**config.mk**
```make
export PLATFORM = sky130hd
export DESIGN_NAME = keypad_code_lock
export DESIGN_NICKNAME = d
export VERILOG_FILES = /design/src/rtl/kcl_pkg.sv /design/src/rtl/keypad_code_lock.sv /design/src/rtl/kcl_matcher.sv /design/src/rtl/kcl_core.sv
export SDC_FILE = /design/constraint.sdc
export NUM_CORES = 1
export LEC_CHECK = 0
export BUFFER_PORTS_ARGS = -buffer_cell sky130_fd_sc_hd__buf_2
export CAP_MARGIN = 40
export CORE_MARGIN = 3
export CORE_UTILIZATION = 30
export DETAILED_ROUTE_END_ITERATION = 8
export GPL_TIMING_DRIVEN = 0
export MAX_ROUTING_LAYER = met4
export SYNTH_ARGS = -nofsm -noshare
export SYNTH_HDL_FRONTEND = slang
export SYNTH_SLANG_ARGS = --single-unit
```
**constraint.sdc**
```tcl
create_clock -name clk -period 3.1 [get_ports clk]
set_input_delay 0.155 -clock clk [delete_from_list [all_inputs] [get_ports clk]]
set_output_delay 0.155 -clock clk [all_outputs]
set_load 0.1 [all_outputs]
```
**src/rtl/kcl_pkg.sv**
```systemverilog
// Shared types and constants of the keypad code lock.
`default_nettype none

package kcl_pkg;

    localparam int DIGIT_W     = 4;
    localparam int SHOWN_SLOTS = 10;
    localparam int SECRET_W    = DIGIT_W * SHOWN_SLOTS;
    localparam int FAIL_W      = 4;
    localparam int MODE_W      = 2;
    localparam int KEY_W       = 4;
    localparam int CFG_INDEX_W = 1;
    localparam int CFG_DATA_W  = SECRET_W;
    localparam int IN_TDATA_W  = 8;
    localparam int OUT_BITS    = MODE_W + FAIL_W + SECRET_W + DIGIT_W;
    localparam int OUT_TDATA_W = ((OUT_BITS + 7) / 8) * 8;

    localparam logic [DIGIT_W-1:0]  BLANK_DIGIT     = 4'd15;
    localparam logic [KEY_W-1:0]    KEY_LAST_DIGIT  = 4'd9;
    localparam logic [KEY_W-1:0]    KEY_CLEAR       = 4'd10;
    localparam logic [KEY_W-1:0]    KEY_ENTER       = 4'd11;
    localparam logic [FAIL_W-1:0]   FAIL_SATURATE   = 4'd15;
    localparam logic [SECRET_W-1:0] SECRET_RESET    = 40'h5313126104;
    localparam logic [FAIL_W-1:0]   MAX_FAIL_RESET  = 4'd4;

    localparam logic [CFG_INDEX_W-1:0] REG_SECRET_CODE  = 1'd0;
    localparam logic [CFG_INDEX_W-1:0] REG_MAX_FAILURES = 1'd1;

    typedef enum logic [MODE_W-1:0] {
        MODE_ENTRY  = 2'd0,
        MODE_OPEN   = 2'd1,
        MODE_LOCKED = 2'd2
    } kcl_mode_t;

    typedef struct packed {
        logic [DIGIT_W-1:0]  next_slot;
        logic [SECRET_W-1:0] shown_digits;
        logic [FAIL_W-1:0]   fail_count;
        logic [MODE_W-1:0]   mode;
    } kcl_result_t;

endpackage : kcl_pkg

`default_nettype wire

```
**src/rtl/keypad_code_lock.sv**
```systemverilog
// Top level of the keypad code lock: stream ports, configuration and result register.
//
//  Channel | Direction | Transfer content
//  s_      | in        | tdata[3:0] key, tuser action
//  m_      | out       | tdata[1:0] mode, [5:2] fail_count, [45:6] shown_digits,
//          |           |   [49:46] next_slot
//  cfg_    | in        | register write, index 0 secret_code, 1 max_failures
//
// Each key event passes through the input register and then the result register, and one
// event is taken every cycle while the output is not stalled. The lock state is updated
// as an event moves from the input register to the result register. Reset blanks the entry
// slots and loads the default code and failure limit. A stalled output holds its result and
// the input register still takes one more event if it is empty.
`default_nettype none

module keypad_code_lock
    import kcl_pkg::*;
#(
    parameter int CODE_DIGITS = 10
)
(
    input  wire logic                   clk,
    input  wire logic                   rst_n,
    input  wire logic                   s_tvalid,
    output logic                        s_tready,
    input  wire logic [IN_TDATA_W-1:0]  s_tdata,   // key[3:0], zero padding
    input  wire logic                   s_tuser,   // action
    output logic                        m_tvalid,
    input  wire logic                   m_tready,
    output logic [OUT_TDATA_W-1:0]      m_tdata,   // mode, fail_count, shown_digits, next_slot
    input  wire logic                   cfg_we,
    input  wire logic [CFG_INDEX_W-1:0] cfg_index,
    input  wire logic [CFG_DATA_W-1:0]  cfg_data
);

    logic                in_valid_reg;
    logic                in_action_reg;
    logic [KEY_W-1:0]    in_key_reg;
    logic                out_valid_reg;
    kcl_result_t         out_result_reg;
    kcl_result_t         result;
    logic [SECRET_W-1:0] secret_reg;
    logic [FAIL_W-1:0]   max_fail_reg;
    logic                advance;
    logic                step;

    assign advance  = !out_valid_reg || m_tready;
    assign s_tready = !in_valid_reg || advance;
    assign step     = in_valid_reg && advance;

    always_ff @(posedge clk or negedge rst_n)
    begin
        if (!rst_n)
        begin
            secret_reg   <= SECRET_RESET;
            max_fail_reg <= MAX_FAIL_RESET;
        end
        else if (cfg_we)
        begin
            unique case (cfg_index)
                REG_SECRET_CODE:  secret_reg   <= cfg_data[SECRET_W-1:0];
                REG_MAX_FAILURES: max_fail_reg <= cfg_data[FAIL_W-1:0];
                default:          ;
            endcase
        end
    end

    always_ff @(posedge clk or negedge rst_n)
    begin
        if (!rst_n)
        begin
            in_valid_reg  <= 1'b0;
            out_valid_reg <= 1'b0;
        end
        else
        begin
            if (s_tready)
                in_valid_reg <= s_tvalid;
            if (advance)
                out_valid_reg <= in_valid_reg;
        end
    end

    always_ff @(posedge clk)
    begin
        if (s_tvalid && s_tready)
        begin
            in_action_reg <= s_tuser;
            in_key_reg    <= s_tdata[KEY_W-1:0];
        end
        if (step)
            out_result_reg <= result;
    end

    kcl_core #(
        .CODE_DIGITS (CODE_DIGITS)
    ) u_core (
        .clk          (clk),
        .rst_n        (rst_n),
        .step         (step),
        .action       (in_action_reg),
        .key          (in_key_reg),
        .secret_code  (secret_reg),
        .max_failures (max_fail_reg),
        .result       (result)
    );

    assign m_tvalid = out_valid_reg;
    assign m_tdata  = {{(OUT_TDATA_W-OUT_BITS){1'b0}}, out_result_reg};

endmodule : keypad_code_lock

`default_nettype wire

```
**src/rtl/kcl_matcher.sv**
```systemverilog
// Parallel comparison of the entry slots with the configured code.
`default_nettype none

module kcl_matcher
    import kcl_pkg::*;
#(
    parameter int CODE_DIGITS = 10
)
(
    input  wire logic [CODE_DIGITS-1:0][DIGIT_W-1:0] slots,
    input  wire logic [SECRET_W-1:0]                 secret_code,
    output logic                                     match
);

    logic [CODE_DIGITS-1:0] hit;

    genvar s;
    generate
        for (s = 0; s < CODE_DIGITS; s++)
        begin : g_slot
            // Slots beyond the stored code compare against digit zero.
            if (s < SHOWN_SLOTS)
            begin : g_coded
                assign hit[s] = (slots[s] != BLANK_DIGIT) &&
                                (slots[s] == secret_code[s*DIGIT_W +: DIGIT_W]);
            end
            else
            begin : g_zero
                assign hit[s] = (slots[s] == '0);
            end
        end
    endgenerate

    assign match = &hit;

endmodule : kcl_matcher

`default_nettype wire

```
**src/rtl/kcl_core.sv**
```systemverilog
// Lock state registers and the next-state logic for one key event.
`default_nettype none

module kcl_core
    import kcl_pkg::*;
#(
    parameter int CODE_DIGITS = 10
)
(
    input  wire logic                clk,
    input  wire logic                rst_n,
    input  wire logic                step,
    input  wire logic                action,
    input  wire logic [KEY_W-1:0]    key,
    input  wire logic [SECRET_W-1:0] secret_code,
    input  wire logic [FAIL_W-1:0]   max_failures,
    output kcl_result_t              result
);

    logic [CODE_DIGITS-1:0][DIGIT_W-1:0] slots_reg, slots_next;
    logic [DIGIT_W-1:0]                  slot_reg, slot_next;
    logic [FAIL_W-1:0]                   fail_reg, fail_next;
    kcl_mode_t                           mode_reg, mode_next;
    logic                                match;
    logic [DIGIT_W:0]                    slot_inc;
    logic [FAIL_W-1:0]                   fail_bumped;

    kcl_matcher #(
        .CODE_DIGITS (CODE_DIGITS)
    ) u_matcher (
        .slots       (slots_reg),
        .secret_code (secret_code),
        .match       (match)
    );

    always_ff @(posedge clk or negedge rst_n)
    begin
        if (!rst_n)
        begin
            slots_reg <= {CODE_DIGITS{BLANK_DIGIT}};
            slot_reg  <= '0;
            fail_reg  <= '0;
            mode_reg  <= MODE_ENTRY;
        end
        else if (step)
        begin
            slots_reg <= slots_next;
            slot_reg  <= slot_next;
            fail_reg  <= fail_next;
            mode_reg  <= mode_next;
        end
    end

    assign slot_inc    = {1'b0, slot_reg} + 5'd1;
    assign fail_bumped = (fail_reg < FAIL_SATURATE) ? fail_reg + 4'd1 : fail_reg;

    always_comb
    begin
        slots_next = slots_reg;
        slot_next  = slot_reg;
        fail_next  = fail_reg;
        mode_next  = mode_reg;
        unique case (mode_reg)
            MODE_ENTRY:
            begin
                if (!action)
                begin
                    if (key <= KEY_LAST_DIGIT)
                    begin
                        for (int s = 0; s < CODE_DIGITS; s++)
                        begin
                            if (slot_reg == DIGIT_W'(s))
                                slots_next[s] = key;
                        end
                        slot_next = (slot_inc >= (DIGIT_W+1)'(CODE_DIGITS)) ?
                                    '0 : slot_inc[DIGIT_W-1:0];
                    end
                    else if (key == KEY_CLEAR)
                    begin
                        slots_next = {CODE_DIGITS{BLANK_DIGIT}};
                        slot_next  = '0;
                    end
                    else if (key == KEY_ENTER)
                    begin
                        if (match)
                        begin
                            mode_next = MODE_OPEN;
                            slot_next = '0;
                        end
                        else
                        begin
                            fail_next  = fail_bumped;
                            slots_next = {CODE_DIGITS{BLANK_DIGIT}};
                            slot_next  = '0;
                            if (fail_bumped >= max_failures)
                                mode_next = MODE_LOCKED;
                        end
                    end
                end
            end
            MODE_OPEN:
            begin
                if (action)
                begin
                    slots_next = {CODE_DIGITS{BLANK_DIGIT}};
                    slot_next  = '0;
                    mode_next  = MODE_ENTRY;
                end
            end
            default:
            begin
                // Locked out: nothing changes until reset.
            end
        endcase
    end

    always_comb
    begin
        result              = '0;
        result.mode         = mode_next;
        result.fail_count   = fail_next;
        result.next_slot    = slot_next;
        for (int s = 0; s < SHOWN_SLOTS; s++)
        begin
            if (s < CODE_DIGITS)
                result.shown_digits[s*DIGIT_W +: DIGIT_W] = slots_next[s];
        end
    end

endmodule : kcl_core

`default_nettype wire
```
After elaboration in Yosys (flattened, before gate mapping)

Index checks and enable logic that the tools add are counted.

Flip-flop bits (word level): 151
Latch bits: 0
Memory bits (writable): 0
ROM bits: 0
Output and inout port bits: 58
Memories kept: 0

Add/sub/neg operators: 2
$mul: 0
Divide/modulo/power cells: 0
Magnitude comparators: 4
Eq/ne operators: 32
Shift operators: 0
Multiplexer cells: 39
Bitwise operators: 1
Reduce and logical (&&, ||, !) cells: 21

Operators with widths:

| cell                                                                   | number |
|---|---|
| 40-bit 2-to-1 mux                                                      | 6 |
| 4-bit 2-to-1 mux                                                       | 23 |
| 40-bit one-hot mux with 2 select lines                                 | 1 |
| 4-bit equality test                                                    | 10 |
| 4-bit != test (second input constant)                                  | 10 |
| 4-bit by 3-bit equality test with 1-bit output (second input constant) | 4 |
| 4-bit equality test (second input constant)                            | 4 |
| 2-bit 2-to-1 mux                                                       | 7 |
| 1-bit logical AND                                                      | 12 |
| 10-bit AND reduction                                                   | 1 |
| 4-bit by 2-bit equality test with 1-bit output (second input constant) | 2 |
| 4-bit one-hot mux with 2 select lines                                  | 1 |
| 4-bit by 1-bit adder with 5-bit output (second input constant)         | 1 |
| 5-bit by 4-bit >= comparator with 1-bit output (second input constant) | 1 |
| 4-bit by 1-bit adder with 4-bit output (second input constant)         | 1 |
| 4-bit by 1-bit equality test with 1-bit output (second input constant) | 1 |
| 4-bit >= comparator                                                    | 1 |
| 4-bit less-or-equal comparator (second input constant)                 | 1 |
| 4-bit zero test                                                        | 1 |
| 4-bit less-than comparator (second input constant)                     | 1 |
| 2-bit one-hot mux with 2 select lines                                  | 1 |
| 2-bit AND reduction                                                    | 2 |
| 2-bit by 1-bit equality test with 1-bit output (second input constant) | 1 |
| 1-bit zero test                                                        | 2 |
| other kinds (3)                                                        | 4 |

Longest topological paths before layout

Gate-level depths: netlist (run 1).

Depth after elaboration: 10
Depth in mapped cells: 10

Cells and area by module

A second synthesis (run 1) with hierarchy kept.

Cell total of the unflattened synthesis: 633
Area, all modules: 7,490.9 um^2

Modules (own cells, without submodules):

| module           | times used | cells each | area each (um^2) | sequential area each (um^2) |
|---|---|---|---|---|
| keypad_code_lock | 1          | 164        | 3,487.1          | 2,820.2 |
| kcl_core         | 1          | 386        | 3,434.5          | 1,301.2 |
| kcl_matcher      | 1          | 83         | 569.3            | 0.0 |

Least setup slack after synthesis (run 1)

No wires, ideal clock.

Kind: flip-flop to flip-flop
Start: reg out_valid_reg (netlist: m_tvalid)
End: reg u_core.slots_reg[28] in the netlist's numbering
Setup time: 0.079 ns
Arrival time: 3.464 ns
Setup slack: -0.443 ns
Cell stages (with the launch flop): 9
Buffers on the path: 2
Clock period less this slack: 3.543 ns
Path through: dfrtp_1 > nand2b_1 > nand2_1 > clkinv_1 > nand2_1 > buf_2 > clkbuf_1 > o22ai_1 > o21ai_0

Word-level cells in the longest chain between the ends: 3

Ends and longest elaborated chain:

| element                  | RTL line               | RTL |
|---|---|---|
| start: declaration       | keypad_code_lock.sv:39 | `logic out_valid_reg;` |
| start signal: assignment | keypad_code_lock.sv:80 | `out_valid_reg <= in_valid_reg;` |
| 1-bit zero test          | keypad_code_lock.sv:47 | `assign advance = !out_valid_reg \|\| m_tready;` |
| 1-bit logical OR         | keypad_code_lock.sv:47 |  |
| 1-bit logical AND        | keypad_code_lock.sv:49 | `assign step = in_valid_reg && advance;` |
| net step                 | keypad_code_lock.sv:45 | `logic step;` |
| end signal: assignment   | kcl_core.sv:40         | `slots_reg <= {CODE_DIGITS{BLANK_DIGIT}};` |
| end signal: assignment   | kcl_core.sv:47         | `slots_reg <= slots_next;` |
| end: declaration         | kcl_core.sv:20         | `logic [CODE_DIGITS-1:0][DIGIT_W-1:0] slots_reg, slots_next;` |

The timed path passes the listed nets, and every way through them passes these cells.
A chain may end at the register's enable or synchronous reset.

==> results of run 1 <==
## power by group through the flow
stage          registers (uW)  logic, uW  clock network (uW)
4_1_cts                  2310        823                2150
5_1_grt                  2330        874                2240
6_report                 2310        819                2100
2_1_floorplan            2590        312                   0
3_5_place_dp             2350        774                   0
3_3_place_gp             2350        754                   0
## layout make-up
| class | instances | area share (%) |
|---|---|---|
| buffer | 61 | 2.91 |
| tap | 372 | 4.46 |
| clock inverter | 10 | 0.863 |
| clock buffer | 22 | 4.76 |
| timing repair buffer | 153 | 10.0 |
| sequential | 151 | 39.5 |
| inverter | 14 | 0.515 |
| multi-input combinational | 573 | 37.0 |
## worst paths after layout
path,start,end,slack (ns),cells past startpoint
min in group asynchronous,rst_n,u_core.fail_reg[3],0.28,2
max in group asynchronous,rst_n,secret_reg[25],2.06,3
worst max-delay path,u_core.slots_reg[19],m_tdata[43],0.27,8
worst min-delay path,cfg_we,max_fail_reg[3],0.17,3
worst min register to register,in_valid_reg,m_tvalid,0.48,1
worst max register to register,u_core.slots_reg[19],m_tdata[43],0.27,8
## per-stage QoR
| stage | instances | worst slack, ns | util, % |
|---|---|---|---|
| 2_1_floorplan | 799 | 0.195 | - |
| 3_3_place_gp | 1273 | -0.0229 | 34.4 |
| 3_5_place_dp | 1276 | 0.281 | 34.6 |
| 4_1_cts | 1356 | 0.264 | 38.5 |
| 5_1_grt | 1356 | 0.150 | 38.5 |
| 6_report | 1356 | 0.274 | 38.5 |
## layer usage
layer	vias to the layer above	part of all wire, %	global-route usage, %
li1	3306	-	-
met1	3531	45	24.2
met2	330	46	27.6
met3	58	6.8	3.36
met4	0	2.9	6.93
met5	-	0	-
## worst reg2reg max path, delay by kind of cell, from the launching register on
family,cells,cell delay (ns)
AO/OA/AOI/OAI,4,1.05
flip-flops,1,0.61
AND/OR/NAND/NOR,2,0.51
buffers and inverters,1,0.19
XOR/XNOR,1,0.13
## cell usage in the layout, fill, tap and decap left out, types with 4 or more instances in the layout
master and instances:
a41oi_1 4, o21a_1 10, dfrtp_1 42, xor2_1 27, inv_1 12, xnor2_1 10, o31ai_1 36, nor4_1 5
nand2_1 39, o211ai_1 32, nor3_1 12, buf_4 11, ha_1 9, buf_2 108, buf_6 4, dlygate4sd3_1 48
o21ai_0 35, clkbuf_16 19, mux2_2 50, o22ai_1 29, nand2b_1 5, clkinv_2 4, a21oi_1 57, mux2i_1 33
a31oi_1 6, nor2_1 75, clkbuf_1 42, nand3b_1 9, nand4_1 9, dfstp_2 54, nand3_1 14, edfxtp_1 55
o21ai_1 16, conb_1 6
## cell families after synthesis
kind of cell    after synthesis  synth area share, %
compound gates              250                 19.3
xor+xnor                     37                 3.89
fa+ha+maj                     9                 1.35
buf+inv                      75                 4.28
flops                       151                 49.5
mux                          83                 10.7
other cells                   1               0.0450
simple gates                188                 10.9
## what timing repair did
action,CTS,global route
hold buffers,48,0
setup endpoints to repair,0,0
resized for setup,0,0
endpoints found under the hold margin,78,0
==> run summary, run 1 <==
Ranking of synthesized cells by area = edfxtp_1 20%, dfstp_2 17%, dfrtp_1 13%
All-Layer GR Usage = 18.2%
Switching Fraction = 29.4%
DRC = 0
Setup Buffers After CTS = 0
Worst Hold Class = in -> reg
Dpl hpwl = 19,000 um
Share of post-route cells with drive strength above 1 = 27.6%
Switch Pwr = 1540 uW
Top FF cell, synth = edfxtp_1
Power Density = 501 mW/mm2
Initial Util = 30.7%
Ant diodes = 0
Largest net degree at the start of global routing = 54
First-pass GRT wire length = 41,600 um
DIE AREA = 0.0298 mm2
Max-slew headroom = 45.2%
Syn. warnings = 0
Io pins = 113
Critical path, cell by cell = xnor2_1 > o221ai_1 > a2111oi_0 > and4_1 > nand3_4 > o21ai_4 > buf_6 > o211ai_1
Crit path required time = 3.22 ns
Reg power frac = 44.2%
Pre-antenna DRT Iters = 6
Vias per cell = 5.33
Status = finished, final reports clean
Final Cycle Share = 91.2%
Area after DPL = 0.00938 mm2
Slew Limit Fails = 0
Clock power frac = 40.2%
Most common library cells after synthesis = 75 x nor2_1, 57 x a21oi_1, 55 x edfxtp_1, 54 x dfstp_2, 50 x mux2_2
Critical-path top delay cell = dfstp_2
Sink Count = 151
Post-synthesis sequential area ratio = 49.5%
Cell internal pwr = 3690 uW
Endpoint class of the critical path = flop
Placer Congestion = 0.932
Hold_ws = 0.166 ns
Remaining antenna violation count = 0
Synth top area share = 19.8%
Async set-reset flop share out of synthesis = 63.6%
WP buf/inv = 1
Combinational power share = 15.6%
Footprint of the multi-input gates = 0.00386 mm2
Vias in the first global route = 7,159
Finished Cell Area = 0.0104 mm2
Per-cell routed wire length = 19.7 um
Register area = 0.00412 mm2
Crit path max fanout = 10
Delay-heaviest family, CP = compound AO/OA/AOI/OAI gates
CTS tree = done
Die width = 173 um
Mapped Area = 0.00832 mm2
Root buffer cell = clkbuf_16
Num CTS Buffers = 17
Post-Route WL = 26,800 um
Initial antenna violation count = 0
Core Region = 0.0271 mm2
Max reg flops = 50
Count leader, synth = nor2_1
Final min period = 2.83 ns
Fmax = 0.354 GHz
Clock Pin Slew Worst Setup and Hold Paths = 0.07 ns
Die height = 173 um
Finish-stage setup viols = 0
CTS Buffer Depth = 2
Final Hold Viols = 0
Clock Skew = 0.0176 ns
Maximum VDD drop = 0.391 mV
Area leader, netlist = edfxtp_1
Fill cells = 2,684
Fin Setup TNS = 0 ns
Num rows = 60
Total gr overflow = 0
Slew @ Worst Pin = 0.819 ns
Worst skew pair latency = 0.44 ns
Final nets = 1,035
RSZ-0062 raised after global routing = no
Total of max-cap violations = 0
Via Count = 7,225
#FFs+latches synth = 151
Worst Path Arrival = 2.95 ns
IO Port Bufs = 102
EDFF count, synth = 55
Startpoint Class = flop
Layout area overhead = 25.4%
Post-Syn Area per Cell = 10.5 um2
DRT iter0 DRCs = 753
Netlist cell types = 63
Leakage Power = 0.00430 uW
Pwr Total = 5230 uW
Slowest cell delay on critical path = 0.61 ns
Cells after synthesis = 794
H-Tree Depth = 4
Setup CP Type = reg -> reg
No activity file was read; power rests on OpenSTA's default activity.
==> run 2: changes to the inputs <==
--- a/config.mk
+++ b/config.mk
@@ -5,6 +5,7 @@
 export SDC_FILE = /design/constraint.sdc
 export NUM_CORES = 1
 export LEC_CHECK = 0
+export ABC_AREA = 1
 export BUFFER_PORTS_ARGS = -buffer_cell sky130_fd_sc_hd__buf_2
 export CAP_MARGIN = 40
 export CORE_MARGIN = 3
==> run summary, run 2 <==
Initial antenna violation count = 0 (unchanged)
IO Port Bufs = 102 (unchanged)
R2R setup slack = 0.46 ns (+0.19 ns)
DRT iter0 DRCs = 865 (+15%)
Reg power frac = 34.3% (-9.9 points)
Vias per cell = 4.85 (-9.1%)
DIE AREA = 0.0316 mm2 (+6.2%)
Final nets = 1,409 (+36%)
Fmax = 0.379 GHz (+7.2%)
Ant diodes = 0 (unchanged)
Die width = 178 um (+3.1%)
Hold endpoint = secret_reg[37]
Clock Pin Slew Worst Setup and Hold Paths = 0.07 ns (about the same)
Post-synthesis sequential area ratio = 46.5% (-3.0 points)
Clock Skew = 0.0105 ns (-0.00705 ns)
Setup CP Type = reg -> reg
Combinational power share = 43.1% (+28 points)
Pre-antenna DRT Iters = 6 (unchanged)
Endpoint class of the critical path = flop
Count leader, synth = nand2_1
Layout area overhead = 23.3%
Per-cell routed wire length = 16.8 um (-15%)
#FFs+latches synth = 151 (unchanged)
Dpl hpwl = 21,300 um (+12%)
DRC = 0 (unchanged)
Core Region = 0.0289 mm2 (+6.8%)
Crit path max fanout = 10 (unchanged)
HP Start = cfg_data[37]
Netlist cell types = 40 (-37%)
Initial Util = 30.6% (-0.10 points)
Area leader, netlist = edfxtp_1
WP buf/inv = 2 (+1)
Switching Fraction = 45.8% (+16 points)
Ranking of synthesized cells by area = edfxtp_1 19%, dfstp_2 16%, nand2_1 14%
Syn. warnings = 0 (unchanged)
Cell internal pwr = 5080 uW (+37%)
Critical-path top delay cell = clkbuf_1
Slew @ Worst Pin = 0.830 ns (+0.0118 ns)
Switch Pwr = 4290 uW (+180%)
H-Tree Depth = 4 (unchanged)
RR Endpoint = m_tdata[25]
Num rows = 62 (+3.3%)
Mapped Area = 0.00886 mm2 (+6.4%)
Power Density = 858 mW/mm2 (+71%)
Worst Hold Class = in -> reg
Sink Count = 151 (unchanged)
Post-Syn Area per Cell = 7.54 um2 (-28%)
Pwr Total = 9370 uW (+79%)
Most common cell after layout, fill and taps aside = nand2_1
Crit path required time = 3.27 ns (+0.05 ns)
Reg2Reg Depth = 6 (-2)
Share of post-route cells with drive strength above 1 = 17.5% (-10 points)
Clock power frac = 22.6% (-18 points)
Startpoint Class = flop
Final min period = 2.64 ns (-0.190 ns)
Setup Buffers After CTS = 0 (unchanged)
Post-route insts no fill = 1,742 (+28%)
Total gr overflow = 0 (unchanged)
Fin Setup TNS = 0 ns (unchanged)
Async set-reset flop share out of synthesis = 63.6% (unchanged)
Critical path, cell by cell = nor2_1 > clkbuf_1 > nor2_1 > clkbuf_1 > nand2_1 > a21boi_0
Max reg flops = 50 (unchanged)
Finish-stage setup viols = 0 (unchanged)
Via Count = 8,440 (+17%)
Fill cells = 2,995 (+12%)
Total of max-cap violations = 0 (unchanged)
Top FF cell, synth = edfxtp_1
Largest net degree at the start of global routing = 53 (-1.9%)
Most frequent cells in the layout = 328 x nand2_1, 160 x o21ai_0, 156 x inv_1, 102 x buf_2, 93 x nor2_1
Delay-heaviest family, CP = buffers and inverters
Final Cycle Share = 85.0% (-6.1 points)
Status = finished, final reports clean
Post-Route WL = 29,200 um (+9.2%)
Hold path cells = 3 (unchanged)
Most common library cells after synthesis = 328 x nand2_1, 160 x o21ai_0, 156 x inv_1, 93 x nor2_1, 80 x nand3_1
CTS Buffer Depth = 2 (unchanged)
Root buffer cell = clkbuf_16
All-Layer GR Usage = 19.3% (+1.1 points)
Slowest cell delay on critical path = 0.52 ns (-0.09 ns)
Post-CTS Hold Fix Bufs = 42 (-13%)
Remaining antenna violation count = 0 (unchanged)
EDFF count, synth = 55 (unchanged)
CTS tree = done
Slew Limit Fails = 0 (unchanged)
Num CTS Buffers = 17 (unchanged)
Reg2reg start = u_core.mode_reg[0]
Final Hold Viols = 0 (unchanged)
RSZ-0062 raised after global routing = no
Maximum VDD drop = 0.326 mV (-17%)
Io pins = 113 (unchanged)
Die height = 178 um (+3.1%)
Cells after synthesis = 1,175 (+48%)
Vias in the first global route = 8,063 (+13%)
Max-slew headroom = 44.6% (-0.58 points)
Worst skew pair latency = 0.43 ns (about the same)
Worst Path Arrival = 2.81 ns (-0.14 ns)
Synth top area share = 18.6% (-1.2 points)
Leakage Power = 0.00522 uW (+21%)
Post-Place Cells = 1,668 (+31%)
Post-CTS Resized = 0 (unchanged)
Placer Congestion = 0.937 (+0.53%)
First-pass GRT wire length = 45,500 um (+9.2%)
## run 2: changes by cell type after synthesis, sizes merged, moves of 25 or more
cell,before,now
a21boi,1,32
inv,12,164
mux2,50,16
mux2i,33,0
nand2,39,336
nand3,15,80
o211ai,32,4
o21ai,53,168
o31ai,36,1
xor2,27,2
## run 2: metal layers
layer / GRT usage, % / share of wire (%) / vias to the layer above
met3: 2.70 / 5.7 / 53
met1: 25.6 / 45 / 3937
met4: 6.18 / 2.4 / 0
li1: - / - / 4125
met2: 30.6 / 47 / 325
met5: - / 0 / -
## run 2: power groups by stage
stage                     logic [uW]  registers (uW)  clock network (uW)
after CTS                       4010            3210                2150
after global routing            4400            3280                2240
after detailed placement        3950            3230                   0
after global placement          3870            3230                   0
after floorplan                 1840            4370                   0
final                           4040            3210                2120
## run 2: cell families after synthesis
group / share of synthesized area [%]
AND/OR/NAND/NOR: 23.8
buffers and inverters: 9.99
XOR/XNOR: 0.297
flip-flops: 46.5
other: 0.0423
AO/OA/AOI/OAI: 16.0
multiplexers: 2.03
adder cells (fa/ha/maj): 1.27
## run 2: how the worst max path moves through the flow
stage | startpoint | end | slack, ns | depth (start not counted)
final | u_core.mode_reg[0] | m_tdata[25] | 0.46 | 6
after global routing | in_key_reg[2] | m_tdata[32] | 0.42 | 8
after CTS | u_core.mode_reg[0] | m_tdata[25] | 0.58 | 6
after detailed placement | u_core.mode_reg[0] | m_tdata[25] | 0.59 | 6
after global placement | u_core.mode_reg[0] | m_tdata[25] | 0.62 | 6
after floorplan | m_tvalid | in_action_reg | 0.46 | 3
## run 2: worst reg2reg max path, cell delays in order (launching register included)
cell and delay (ns):
dfrtp_1 0.42, nor2_1 0.16, clkbuf_1 0.52, nor2_1 0.36, clkbuf_1 0.35, nand2_1 0.16, a21boi_0 0.42
## run 2: stage by stage
stage	setup WS (ns)	hold slack [ns]	utilization (%)	instance area, um2
3_5_place_dp	0.590	0.231	34.3	9920
5_1_grt	0.420	0.0184	37.7	10900
3_3_place_gp	0.616	0.339	34.1	9870
4_1_cts	0.582	0.0000654	37.7	10900
6_report	0.464	0.000334	37.7	10900
2_1_floorplan	0.462	-0.141	-	8880
## run 2: layout make-up
cell class	count	area, um2	share of cell area [%]
tap	384	480	4.40
multi-input combinational	810	3870	35.5
buffer	54	265	2.43
clock buffer	24	483	4.42
clock inverter	8	97.6	0.894
timing repair buffer	146	981	8.98
sequential	151	4120	37.7
inverter	165	619	5.67
